## src/sv/stul_pkg.sv

```systemverilog
// Shared types, constants and helpers for the source table update/lookup block.
// Used by stul_fnv, stul_cell, source_table_update_lookup_core and stul_checker.
package stul_pkg;

    localparam int ENTRIES = 8;
    localparam int IDX_W   = (ENTRIES > 1) ? $clog2(ENTRIES) : 1;
    localparam int CNT_W   = $clog2(ENTRIES + 1);

    localparam int FNV_ROUNDS = 14;
    localparam int RND_W      = $clog2(FNV_ROUNDS + 1);

    localparam logic [31:0] FNV_BASIS  = 32'd2166136261;
    localparam logic [31:0] FNV_PRIME  = 32'd16777619;
    localparam logic [31:0] STREAM_MIX = 32'h9e3779b9;

    localparam logic [31:0] BEACON_MAGIC   = 32'h44554152;
    localparam logic [7:0]  BEACON_VERSION = 8'h01;
    localparam logic [7:0]  BEACON_TYPE    = 8'h01;

    // Configuration register indexes and reset values
    localparam logic [1:0]  REG_FRAME_US  = 2'd0;
    localparam logic [1:0]  REG_RATE_HZ   = 2'd1;
    localparam logic [1:0]  REG_FRAME_LEN = 2'd2;
    localparam logic [15:0] RST_FRAME_US  = 16'd7500;
    localparam logic [15:0] RST_RATE_HZ   = 16'd48000;
    localparam logic [7:0]  RST_FRAME_LEN = 8'd144;

    // Operation codes
    localparam logic [1:0] OP_BEACON = 2'd0;
    localparam logic [1:0] OP_JOIN   = 2'd1;
    localparam logic [1:0] OP_CLEAR  = 2'd2;
    localparam logic [1:0] OP_NONE   = 2'd3;

    // Result status codes
    localparam logic [2:0] ST_STORED    = 3'd0;
    localparam logic [2:0] ST_REJECTED  = 3'd1;
    localparam logic [2:0] ST_FOUND     = 3'd2;
    localparam logic [2:0] ST_NOT_FOUND = 3'd3;
    localparam logic [2:0] ST_CLEARED   = 3'd4;

    typedef struct packed {
        logic [47:0]        addr;
        logic [63:0]        room;
        logic [47:0]        seen;
        logic signed [7:0]  level;
        logic [31:0]        code;
        logic [31:0]        stream;
    } t_entry;

    typedef struct packed {
        logic [47:0] addr;
        logic [63:0] room;
        logic [31:0] stream;
        logic [31:0] code;
    } t_query;

    // Running search result handed from cell to cell
    typedef struct packed {
        logic             hit;
        logic [IDX_W-1:0] hit_idx;
        logic             empty;
        logic [IDX_W-1:0] empty_idx;
        logic             old;
        logic [IDX_W-1:0] old_idx;
        logic [47:0]      old_time;
        logic             join_hit;
        logic [IDX_W-1:0] join_idx;
    } t_scan;

    typedef struct packed {
        logic             we;
        logic             clr;
        logic [IDX_W-1:0] idx;
        t_entry           data;
    } t_wr;

    // Rooms match on all bytes up to and including the first zero byte
    function automatic logic rooms_match(input logic [63:0] a, input logic [63:0] b);
        logic match;
        logic done;
        match = 1'b1;
        done  = 1'b0;
        for (int i = 7; i >= 0; i--) begin
            if (!done) begin
                if (a[8*i +: 8] != b[8*i +: 8]) begin
                    match = 1'b0;
                    done  = 1'b1;
                end else if (a[8*i +: 8] == 8'd0) begin
                    done = 1'b1;
                end
            end
        end
        return match;
    endfunction

endpackage

```

## src/sv/stul_fnv.sv

```systemverilog
// Iterative FNV-1a-32 over eight room bytes then six address bytes, one byte a cycle.
// Depends on stul_pkg.
module stul_fnv (
    input  logic        i_clk,
    input  logic        i_rst_n,
    input  logic        i_start,
    input  logic [63:0] i_room,
    input  logic [47:0] i_addr,
    output logic        o_busy,
    output logic [31:0] o_hash
);
    import stul_pkg::*;

    logic [111:0]     r_bytes;
    logic [RND_W-1:0] r_cnt;
    logic [31:0]      r_hash;
    logic [31:0]      w_mix;
    logic [31:0]      n_hash;

    assign w_mix  = r_hash ^ {24'd0, r_bytes[111:104]};
    assign n_hash = w_mix * FNV_PRIME;

    always_ff @(posedge i_clk) begin
        if (!i_rst_n) begin
            r_cnt <= '0;
        end else if (i_start) begin
            r_cnt   <= RND_W'(FNV_ROUNDS);
            r_hash  <= FNV_BASIS;
            r_bytes <= {i_room, i_addr};
        end else if (r_cnt != '0) begin
            r_cnt   <= r_cnt - 1'b1;
            r_hash  <= n_hash;
            r_bytes <= {r_bytes[103:0], 8'd0};
        end
    end

    assign o_busy = (r_cnt != '0);
    assign o_hash = r_hash;

endmodule

```

## src/sv/stul_cell.sv

```systemverilog
// One table entry plus its stage of the search chain.
// Depends on stul_pkg.
module stul_cell (
    input  logic                   i_clk,
    input  logic                   i_rst_n,
    input  logic [stul_pkg::IDX_W-1:0] i_idx,
    input  stul_pkg::t_query       i_query,
    input  logic                   i_tok,
    input  stul_pkg::t_scan        i_scan,
    input  stul_pkg::t_wr          i_wr,
    output logic                   o_tok,
    output stul_pkg::t_scan        o_scan,
    output stul_pkg::t_entry       o_entry
);
    import stul_pkg::*;

    logic   r_valid;
    t_entry r_entry;
    logic   r_tok;
    t_scan  r_scan;
    t_scan  n_scan;
    logic   w_hit;
    logic   w_join;

    assign w_hit  = r_valid && (r_entry.addr == i_query.addr)
                    && rooms_match(r_entry.room, i_query.room);
    assign w_join = r_valid && ((r_entry.addr == i_query.addr)
                    || (r_entry.stream == i_query.stream)
                    || (r_entry.code == i_query.code));

    always_comb begin
        n_scan = i_scan;
        if (!i_scan.hit && w_hit) begin
            n_scan.hit     = 1'b1;
            n_scan.hit_idx = i_idx;
        end
        if (!i_scan.empty && !r_valid) begin
            n_scan.empty     = 1'b1;
            n_scan.empty_idx = i_idx;
        end
        // strict compare keeps the lowest index on a tie
        if (r_valid && (!i_scan.old || (r_entry.seen < i_scan.old_time))) begin
            n_scan.old      = 1'b1;
            n_scan.old_idx  = i_idx;
            n_scan.old_time = r_entry.seen;
        end
        if (!i_scan.join_hit && w_join) begin
            n_scan.join_hit = 1'b1;
            n_scan.join_idx = i_idx;
        end
    end

    always_ff @(posedge i_clk) begin
        if (!i_rst_n) begin
            r_valid <= 1'b0;
            r_tok   <= 1'b0;
        end else begin
            r_tok <= i_tok;
            if (i_wr.clr) begin
                r_valid <= 1'b0;
            end else if (i_wr.we && (i_wr.idx == i_idx)) begin
                r_valid <= 1'b1;
            end
        end
    end

    always_ff @(posedge i_clk) begin
        if (i_tok) begin
            r_scan <= n_scan;
        end
        if (i_wr.we && (i_wr.idx == i_idx)) begin
            r_entry <= i_wr.data;
        end
    end

    assign o_tok   = r_tok;
    assign o_scan  = r_scan;
    assign o_entry = r_entry;

endmodule

```

## src/sv/source_table_update_lookup_core.sv

```systemverilog
// Top level of the source table: beacon check, cell chain, hash unit and result register.
// Depends on stul_pkg, stul_cell and stul_fnv.
//
//  channel  | handshake            | payload
//  ---------+----------------------+-------------------------------------------
//  command  | start / busy         | i_op, i_src_addr, i_room_id, ... i_beacon_flags
//  result   | o_valid (one cycle)  | o_status, o_slot, o_entry_*, o_valid_count
//  config   | i_cfg_we             | i_cfg_idx, i_cfg_data
//
// A command beat reaches its result strobe once both the byte-serial hash unit and the
// walk along the cell chain are done; with eight entries the hash unit is the slower.
// busy stays high from the accepting edge until the result beat is shown.
// Reset (synchronous, active low) empties the table and loads the default configuration.
// The receiver cannot stall: the result is shown for exactly one cycle.
module source_table_update_lookup_core (
    input  logic               i_clk,
    input  logic               i_rst_n,
    // command channel
    input  logic               start,
    output logic               busy,
    input  logic [1:0]         i_op,
    input  logic [47:0]        i_src_addr,
    input  logic [63:0]        i_room_id,
    input  logic [31:0]        i_beacon_stream,
    input  logic [31:0]        i_lookup_code,
    input  logic [47:0]        i_now_us,
    input  logic signed [7:0]  i_signal_level,
    input  logic [47:0]        i_header,
    input  logic [15:0]        i_frame_us,
    input  logic [15:0]        i_rate_hz,
    input  logic [7:0]         i_frame_size,
    input  logic [7:0]         i_beacon_flags,
    // configuration
    input  logic               i_cfg_we,
    input  logic [1:0]         i_cfg_idx,
    input  logic [15:0]        i_cfg_data,
    // result channel
    output logic               o_valid,
    output logic [2:0]         o_status,
    output logic [2:0]         o_slot,
    output logic [47:0]        o_entry_addr,
    output logic [63:0]        o_entry_room,
    output logic [31:0]        o_entry_code,
    output logic [31:0]        o_entry_stream,
    output logic signed [7:0]  o_entry_level,
    output logic [3:0]         o_valid_count
);
    import stul_pkg::*;

    typedef enum logic [1:0] {
        S_IDLE,
        S_SCAN,
        S_FINISH
    } t_state;

    t_state           r_state;
    t_query           r_query;
    logic [1:0]       r_op;
    logic             r_ok;
    logic [47:0]      r_now;
    logic signed [7:0] r_level;
    logic             r_launch;
    logic             r_scan_done;
    logic [CNT_W-1:0] r_count;

    logic [15:0]      r_cfg_frame_us;
    logic [15:0]      r_cfg_rate_hz;
    logic [7:0]       r_cfg_frame_len;

    logic             w_accept;
    logic             w_beacon_ok;
    logic             w_fnv_busy;
    logic [31:0]      w_fnv_hash;
    t_scan            w_scan  [ENTRIES+1];
    logic             w_tok   [ENTRIES+1];
    t_entry           w_entry [ENTRIES];
    t_wr              w_wr;

    logic [IDX_W-1:0] n_sel;
    logic             n_fresh;
    logic [31:0]      n_code;
    logic [31:0]      n_mix;
    logic [31:0]      n_stream;
    t_entry           n_new;
    t_entry           n_found;
    logic [CNT_W-1:0] n_count;
    logic [2:0]       n_status;
    logic [2:0]       n_slot;
    t_entry           n_out;

    assign w_accept = start && (r_state == S_IDLE);
    assign busy     = (r_state != S_IDLE);

    // Beacon gate: header fields, configured timing and the ready flag
    assign w_beacon_ok = (i_header[47:16] == BEACON_MAGIC)
                      && (i_header[15:8] == BEACON_VERSION)
                      && (i_header[7:0] == BEACON_TYPE)
                      && (i_frame_us == r_cfg_frame_us)
                      && (i_rate_hz == r_cfg_rate_hz)
                      && (i_frame_size == r_cfg_frame_len)
                      && i_beacon_flags[0];

    // Configuration registers: take the write beat at once, drop unknown indexes
    always_ff @(posedge i_clk) begin
        if (!i_rst_n) begin
            r_cfg_frame_us  <= RST_FRAME_US;
            r_cfg_rate_hz   <= RST_RATE_HZ;
            r_cfg_frame_len <= RST_FRAME_LEN;
        end else if (i_cfg_we) begin
            unique case (i_cfg_idx)
                REG_FRAME_US:  r_cfg_frame_us  <= i_cfg_data;
                REG_RATE_HZ:   r_cfg_rate_hz   <= i_cfg_data;
                REG_FRAME_LEN: r_cfg_frame_len <= i_cfg_data[7:0];
                default: ;
            endcase
        end
    end

    // Room code runs alongside the walk
    stul_fnv u_fnv (
        .i_clk   (i_clk),
        .i_rst_n (i_rst_n),
        .i_start (w_accept),
        .i_room  (i_room_id),
        .i_addr  (i_src_addr),
        .o_busy  (w_fnv_busy),
        .o_hash  (w_fnv_hash)
    );

    // Cell chain: the search token advances one entry per cycle
    assign w_scan[0] = '0;
    assign w_tok[0]  = r_launch;

    for (genvar k = 0; k < ENTRIES; k++) begin : g_cell
        stul_cell u_cell (
            .i_clk   (i_clk),
            .i_rst_n (i_rst_n),
            .i_idx   (IDX_W'(k)),
            .i_query (r_query),
            .i_tok   (w_tok[k]),
            .i_scan  (w_scan[k]),
            .i_wr    (w_wr),
            .o_tok   (w_tok[k+1]),
            .o_scan  (w_scan[k+1]),
            .o_entry (w_entry[k])
        );
    end

    // Finish: pick the entry, build the stored values and the result
    always_comb begin
        // matching entry first, then the lowest free one, then the oldest
        if (w_scan[ENTRIES].hit) begin
            n_sel = w_scan[ENTRIES].hit_idx;
        end else if (w_scan[ENTRIES].empty) begin
            n_sel = w_scan[ENTRIES].empty_idx;
        end else begin
            n_sel = w_scan[ENTRIES].old_idx;
        end
        n_fresh  = !w_scan[ENTRIES].hit && w_scan[ENTRIES].empty;

        n_code   = (w_fnv_hash == 32'd0) ? 32'd1 : w_fnv_hash;
        n_mix    = n_code ^ STREAM_MIX;
        if (r_query.stream != 32'd0) begin
            n_stream = r_query.stream;
        end else begin
            n_stream = (n_mix == 32'd0) ? 32'd1 : n_mix;
        end

        n_new.addr   = r_query.addr;
        n_new.room   = r_query.room;
        n_new.seen   = r_now;
        n_new.level  = r_level;
        n_new.code   = n_code;
        n_new.stream = n_stream;

        n_found  = w_entry[w_scan[ENTRIES].join_idx];

        n_count  = r_count;
        n_status = ST_REJECTED;
        n_slot   = 3'd0;
        n_out    = '0;
        unique case (r_op)
            OP_BEACON: begin
                if (r_ok) begin
                    n_status = ST_STORED;
                    n_slot   = 3'(n_sel);
                    n_out    = n_new;
                    if (n_fresh) begin
                        n_count = r_count + 1'b1;
                    end
                end
            end
            OP_JOIN: begin
                if (w_scan[ENTRIES].join_hit) begin
                    n_status = ST_FOUND;
                    n_slot   = 3'(w_scan[ENTRIES].join_idx);
                    n_out    = n_found;
                end else begin
                    n_status = ST_NOT_FOUND;
                end
            end
            OP_CLEAR: begin
                n_status = ST_CLEARED;
                n_count  = '0;
            end
            OP_NONE: begin
                n_status = ST_REJECTED;
            end
        endcase

        w_wr.we   = (r_state == S_FINISH) && (r_op == OP_BEACON) && r_ok;
        w_wr.clr  = (r_state == S_FINISH) && (r_op == OP_CLEAR);
        w_wr.idx  = n_sel;
        w_wr.data = n_new;
    end

    always_ff @(posedge i_clk) begin
        if (!i_rst_n) begin
            r_state     <= S_IDLE;
            r_launch    <= 1'b0;
            r_scan_done <= 1'b0;
            r_count     <= '0;
            o_valid     <= 1'b0;
        end else begin
            r_launch <= 1'b0;
            o_valid  <= 1'b0;
            if (w_tok[ENTRIES]) begin
                r_scan_done <= 1'b1;
            end
            unique case (r_state)
                S_IDLE: begin
                    if (start) begin
                        // hold the command beat for the whole walk
                        r_query.addr   <= i_src_addr;
                        r_query.room   <= i_room_id;
                        r_query.stream <= i_beacon_stream;
                        r_query.code   <= i_lookup_code;
                        r_op           <= i_op;
                        r_ok           <= w_beacon_ok;
                        r_now          <= i_now_us;
                        r_level        <= i_signal_level;
                        r_launch       <= 1'b1;
                        r_scan_done    <= 1'b0;
                        r_state        <= S_SCAN;
                    end
                end
                S_SCAN: begin
                    if (r_scan_done && !w_fnv_busy) begin
                        r_state <= S_FINISH;
                    end
                end
                S_FINISH: begin
                    o_valid        <= 1'b1;
                    o_status       <= n_status;
                    o_slot         <= n_slot;
                    o_entry_addr   <= n_out.addr;
                    o_entry_room   <= n_out.room;
                    o_entry_code   <= n_out.code;
                    o_entry_stream <= n_out.stream;
                    o_entry_level  <= n_out.level;
                    o_valid_count  <= 4'(n_count);
                    r_count        <= n_count;
                    r_state        <= S_IDLE;
                end
                default: r_state <= S_IDLE;
            endcase
        end
    end

endmodule

```

## config.mk

```make
export PLATFORM = sky130hd
export DESIGN_NAME = source_table_update_lookup_core
export DESIGN_NICKNAME = d
export VERILOG_FILES = /design/src/sv/stul_pkg.sv /design/src/sv/stul_fnv.sv /design/src/sv/stul_cell.sv /design/src/sv/source_table_update_lookup_core.sv
export SDC_FILE = /design/constraint.sdc
export NUM_CORES = 2
export LEC_CHECK = 0
export BUFFER_PORTS_ARGS = -buffer_cell sky130_fd_sc_hd__buf_2
export CAP_MARGIN = 20
export CORE_AREA = 8 8 484 486
export DETAILED_ROUTE_END_ITERATION = 7
export DIE_AREA = 0 0 492 494
export GPL_TIMING_DRIVEN = 0
export PLACE_DENSITY = 0.76
export RECOVER_POWER = 25
export SKIP_CTS_REPAIR_TIMING = 1
export SYNTH_ARGS = -nofsm -noshare
export SYNTH_HDL_FRONTEND = slang
export SYNTH_SLANG_ARGS = --single-unit
```

## constraint.sdc

```tcl
create_clock -name i_clk -period 17.15 [get_ports i_clk]
set_input_delay 1.715 -clock i_clk [delete_from_list [all_inputs] [get_ports i_clk]]
set_output_delay 1.715 -clock i_clk [all_outputs]
set_load 0.005 [all_outputs]
```

# Word-level counts from Yosys, hierarchy flattened
# Cells that the tools add are included.
[word_totals]
reg_bits = 2961
word_cells = 818
out_inout_bits = 196
[op_classes]
eq_ne = 110
bitwise_logic = 4
n_addsub = 2
mul = 1
n_reduce_logical = 208
magnitude_cmp = 8
muxes = 323
[ops]
columns = ["operator", "count"]
rows = [
  ["$mux W232", 4],
  ["$bmux W232 S3", 1],
  ["$eq A32 B32 Y1", 16],
  ["$ne A8 B8 Y1", 64],
  ["$pmux W232 S2", 1],
  ["$logic_not A8 Y1", 56],
  ["$eq A48 B48 Y1", 8],
  ["$lt A48 B48 Y1", 7],
  ["$mux W48", 6],
  ["$mux W1", 287],
  ["$mux W112", 2],
  ["$mux W32", 4],
  ["$logic_and A1 B1 Y1", 72],
  ["$logic_not A32 Y1", 2],
  ["$mux W52", 1],
  ["$logic_not A1 Y1", 37],
  ["$eq A16 B16 Y1", 2],
  ["$eq A32 B31 Y1 const B", 1],
  ["$mul A32 B25 Y32 const B", 1],
  ["$reduce_bool A32 Y1", 1],
  ["$xor A32 B8 Y32", 1],
  ["$mux W4", 7],
  ["$logic_or A1 B1 Y1", 23],
  ["$not A20 Y20", 1],
  ["other kinds (26)", 51],
]

# Depth between registers and ports, before layout
[depth]
ltp_word = 18
mapped_depth = 23

# Hierarchy
# Synthesis repeated with hierarchy kept, for this count alone.
[hier_totals]
cells_unflattened = 9381
hier_area_um2 = 146590.6
[by_module_without_submodules]
columns = ["mod", "area_per_inst_um2", "cells_each", "n_inst", "seq_area_each_um2"]
rows = [
  ["stul_cell", 13257.7, 812, 8, 8928.6],
  ["source_table_update_lookup_core", 28798.9, 1929, 1, 13863.3],
  ["stul_fnv", 11730.0, 956, 1, 4404.2],
]

# Worst setup path after synthesis
# OpenSTA, ideal clock, no wires.
[synth_path]
path_kind = "input port to flip-flop"
start = "input port start"
end = "register r_query (netlist bit n_new[120]), enable pin"
slack_ps = 4137
path_buffers = 3
t_arrival_ps = 12177
required_ps = 16314
setup_ps = 836
stages = 5
cell_sequence = "clkbuf_1 > nand2_1 > clkbuf_1 > clkbuf_1 > nor2_1"
[synth_between]
elab_chain_cells = 1
[synth_lines]
columns = ["item", "line_no", "source"]
rows = [
  ["start: declaration", "source_table_update_lookup_core.sv:19", "input logic start,"],
  ["$reduce_and A3 Y1 (no line)", "n/a", ""],
  ["end: declaration", "source_table_update_lookup_core.sv:57", "t_query r_query;"],
]
# No other way between the ends.
# A chain may end at the register's enable or synchronous reset.

# Worst setup path in the final report
[layout_path]
start = "register u_fnv.r_hash[3] (netlist: u_fnv.o_hash[3])"
end = "register u_fnv.r_hash[31] (netlist: u_fnv.o_hash[31]), data pin"
[layout_between]
elab_chain_cells = 3
[layout_lines]
columns = ["item", "line_no", "source"]
rows = [
  ["start: declaration", "stul_fnv.sv:16", "logic [31:0] r_hash;"],
  ["start signal: assignment", "stul_fnv.sv:32", "r_hash <= n_hash;"],
  ["$xor A32 B8 Y32", "stul_fnv.sv:20", "assign w_mix = r_hash ^ {24'd0, r_bytes[111:104]};"],
  ["$mul A32 B25 Y32", "stul_fnv.sv:21", "assign n_hash = w_mix * FNV_PRIME;"],
  ["$mux W32", "stul_fnv.sv:30", "end else if (r_cnt != '0) begin"],
]
# No other way between the ends. The select of a mux whose other input is x is not followed.

==> flow_summary_export.csv <==
group,metric,value,unit
sta,slew_viol_final,77,
critical_path,critPathLaunchType,"flop",
clock_tree,clk_pin_slew_worst_paths,60,ps
routing,ant_nets,0,
sta,holdWs,442,ps
cells_and_area,layout_commonest_cell,"edfxtp_1",
global_routing,grt_max_degree,68,
die,fp.dieArea,0.243,sq mm
power,ir_drop,0.617,mV
cells_and_area,layout_common_cells,"edfxtp_1 (2864), xor2_1 (1005), nand2_1 (715), buf_2 (591), inv_1 (554)",
clock_tree,htreeDepth,5,
cells_and_area,final_area,0.159,sq mm
clock_tree,ctsRootBufferMaster,"clkbuf_16",
place,gp_congestion,1.01,
job,cap_violations,3,
synth,synthFlopType,"edfxtp_1",
clock_tree,insertion_delay,960,ps
sta,finalHoldViolCount,0,
die,die_height,494,microns
critical_path,crit_path_end_kind,"flop",
power,power.total,26700,uW
critical_path,crit_type,"flop to flop",
outcome,status,"finished with violations",
sta,clock_skew,85.1,ps
routing,drc_errors,0,
sta,relSlewSlack,-6.15,%
cells_and_area,final_nets,11400,
routing,drt_iter0_markers,11600,
sta,setup_viol,0,
die,fp.coreArea,0.226,sq mm
sta,rsz0062_at_grt,"false",
synth,synth_edf_count,2864,
synth,ys_types,80,
synth,synth_area,0.139,sq mm
routing,drt_wl_total,451000,microns
clock_tree,clock_path_buffers,4,
synth,synth_fp_nets,10400,
critical_path,cp_max_fo,6,
die,fp-row-count,175,
sta,fin_setup_tns,0,ps
power,cellPowerDensity,167,mW/mm^2
place,placed_area,0.149,sq mm
cells_and_area,final_cells,13700,
synth,yosysSeqAreaShare,62.7,%
place,dp.cells,13100,
sta,period_needed,6740,ps
synth,synth_cells,9411,
synth,synth-seq-cells,2933,
place,hpwl,341000,microns
global_routing,grt_pass1_vias,87500,
global_routing,grtUsageTotal,36.3,%
clock_tree,cts_tree,"done",
synth,postSynthAreaPerCell,14.8,sq um
cells_and_area,areaGrowthSynthToFinish,14.3,%
cells_and_area,drive_gt1_share,17.5,%
routing,post_drt_via_cell_ratio,6.44,
global_routing,grt_pass1_wl,633000,microns
place,port_buffers,539,
synth,ys_async_sr_fraction,0,%
die,die_x,492,microns
hold_path,hp-class,"flop to flop",
die,top_level_ports,548,
critical_path,cp.required,17740,ps
sta,max_freq,148,MHz
critical_path,arrival,7320,ps
outcome,violations,"max-capacitance violations, max-slew violations",
routing,num_vias,88200,
clock_tree,cts_buffers,320,
global_routing,antenna_found_initial,47,
die,start_util,61.6,%
synth,ys_warn_count,0,
global_routing,grt-ovfl-total,0,
clock_tree,cts.sinks,2933,
sta,fin_crit_sh,39.3,%
sta,worst_slew_pin_slew,1590,ps
routing,drt_first_pass_iters,8,
power,p_leak,0.0575,uW
routing,wl_per_cell,32.9,microns
## layout make-up
| type | count | area (sq um) |
|---|---|---|
| buffer | 427 | 1770 |
| timing repair buffer | 693 | 5680 |
| inverter | 556 | 2090 |
| clock buffer | 385 | 8420 |
| multi-input combinational | 5495 | 48300 |
| tap | 3009 | 3760 |
| sequential | 2933 | 87400 |
| fill | 15100 | 67000 |
| clock inverter | 174 | 1940 |
| antenna | 20 | 50.0 |
## metrics by stage
step | utilization, % | setup WS, ps
detailed placement | 65.8 | 10460
CTS | 70.3 | 10470
global route | 70.4 | 10180
finish | 70.4 | 10410
floorplan | - | 4140
global placement | 64.4 | -6900
## critical path, stage by stage, from the launching register on
cell	delay, ps
edfxtp_1	710
xnor2_1	520
inv_1	200
ha_1	340
ha_1	310
fa_1	460
ha_1	220
fa_1	440
ha_1	290
inv_1	50
fa_1	470
inv_1	40
ha_1	350
a21oi_1	110
o21ai_0	240
o22ai_2	170
or4b_1	540
a31oi_1	400
o41ai_2	140
a21oi_1	210
or3_1	140
nand3_1	70
## layer usage
| layer | up-vias | global-route usage, % | part of all wire [%] |
|---|---|---|---|
| li1 | 37100 | - | - |
| met1 | 44500 | 50.0 | 38 |
| met2 | 5531 | 55.0 | 44 |
| met3 | 1082 | 8.77 | 12 |
| met4 | 14 | 16.9 | 5.7 |
| met5 | - | 0 | 0.070 |
## synth_stat cells, types with 13 or more instances
master / n / area share (%)
a2111oi_0: 14 / 0.088
a21o_1: 119 / 0.64
a21oi_1: 219 / 0.79
a22oi_1: 13 / 0.070
and2_1: 79 / 0.35
and3_1: 17 / 0.076
buf_1: 82 / 0.22
buf_2: 41 / 0.15
buf_6: 13 / 0.11
clkbuf_1: 290 / 0.78
dfxtp_1: 69 / 0.99
edfxtp_1: 2864 / 62
fa_1: 74 / 1.1
ha_1: 522 / 4.7
inv_1: 554 / 1.5
mux2_1: 62 / 0.50
mux2_2: 226 / 1.8
mux2i_1: 162 / 1.2
mux4_2: 368 / 5.9
nand2_1: 715 / 1.9
nand2b_1: 60 / 0.27
nand3_1: 42 / 0.15
nand4_1: 235 / 1.1
nor2_1: 164 / 0.44
nor2b_1: 33 / 0.15
nor3_1: 39 / 0.14
nor4_1: 384 / 1.7
o21a_1: 15 / 0.081
o21ai_0: 221 / 0.79
o21bai_1: 17 / 0.092
o22ai_1: 23 / 0.10
or2_2: 33 / 0.15
xnor2_1: 483 / 3.0
xor2_1: 1005 / 6.3
## state kept, by name, summed over array words and instances (netlist names), 8 cells and up
| signal | cells |
|---|---|
| o_entry_level | 8 |
| g_cell.u_cell.o_tok | 8 |
| r_cfg_frame_len | 8 |
| u_fnv.o_hash | 32 |
| g_cell.u_cell.o_scan | 435 |
| r_now | 48 |
| o_entry_code | 32 |
| g_cell.u_cell.r_valid | 8 |
| r_cfg_frame_us | 16 |
| o_entry_addr | 48 |
| u_fnv.r_bytes | 112 |
| n_new | 112 |
| r_level | 8 |
| r_query | 64 |
| o_entry_stream | 32 |
| o_entry_room | 64 |
| r_cfg_rate_hz | 16 |
| g_cell.u_cell.o_entry | 1856 |
## logic make-up after synthesis
logic type | after synthesis | synth area share (%)
flops | 2933 | 62.7
simple gates | 1838 | 6.65
fa+ha+maj | 596 | 5.75
compound gates | 755 | 3.37
xor+xnor | 1488 | 9.35
buf+inv | 983 | 2.76
mux | 818 | 9.44
## power by group
part           switching, uW  total, uW  internal, uW
Combinational           6550      11100          4520
Clock                   2840       6920          4080
Sequential               257       8670          8410
Total                   9640      26700         17000
## final timing paths
kind / startpoint / slack [ps] / endpoint / cells past startpoint
min: g_cell[4].u_cell.o_scan[2] / 440 / g_cell[5].u_cell.o_scan[2] / 1
max: u_fnv.o_hash[3] / 10410 / u_fnv.o_hash[31] / 21
max reg2reg: u_fnv.o_hash[3] / 10410 / u_fnv.o_hash[31] / 21
min reg2reg: g_cell[4].u_cell.o_scan[2] / 440 / g_cell[5].u_cell.o_scan[2] / 1
Power figures use the tool's default switching activity.
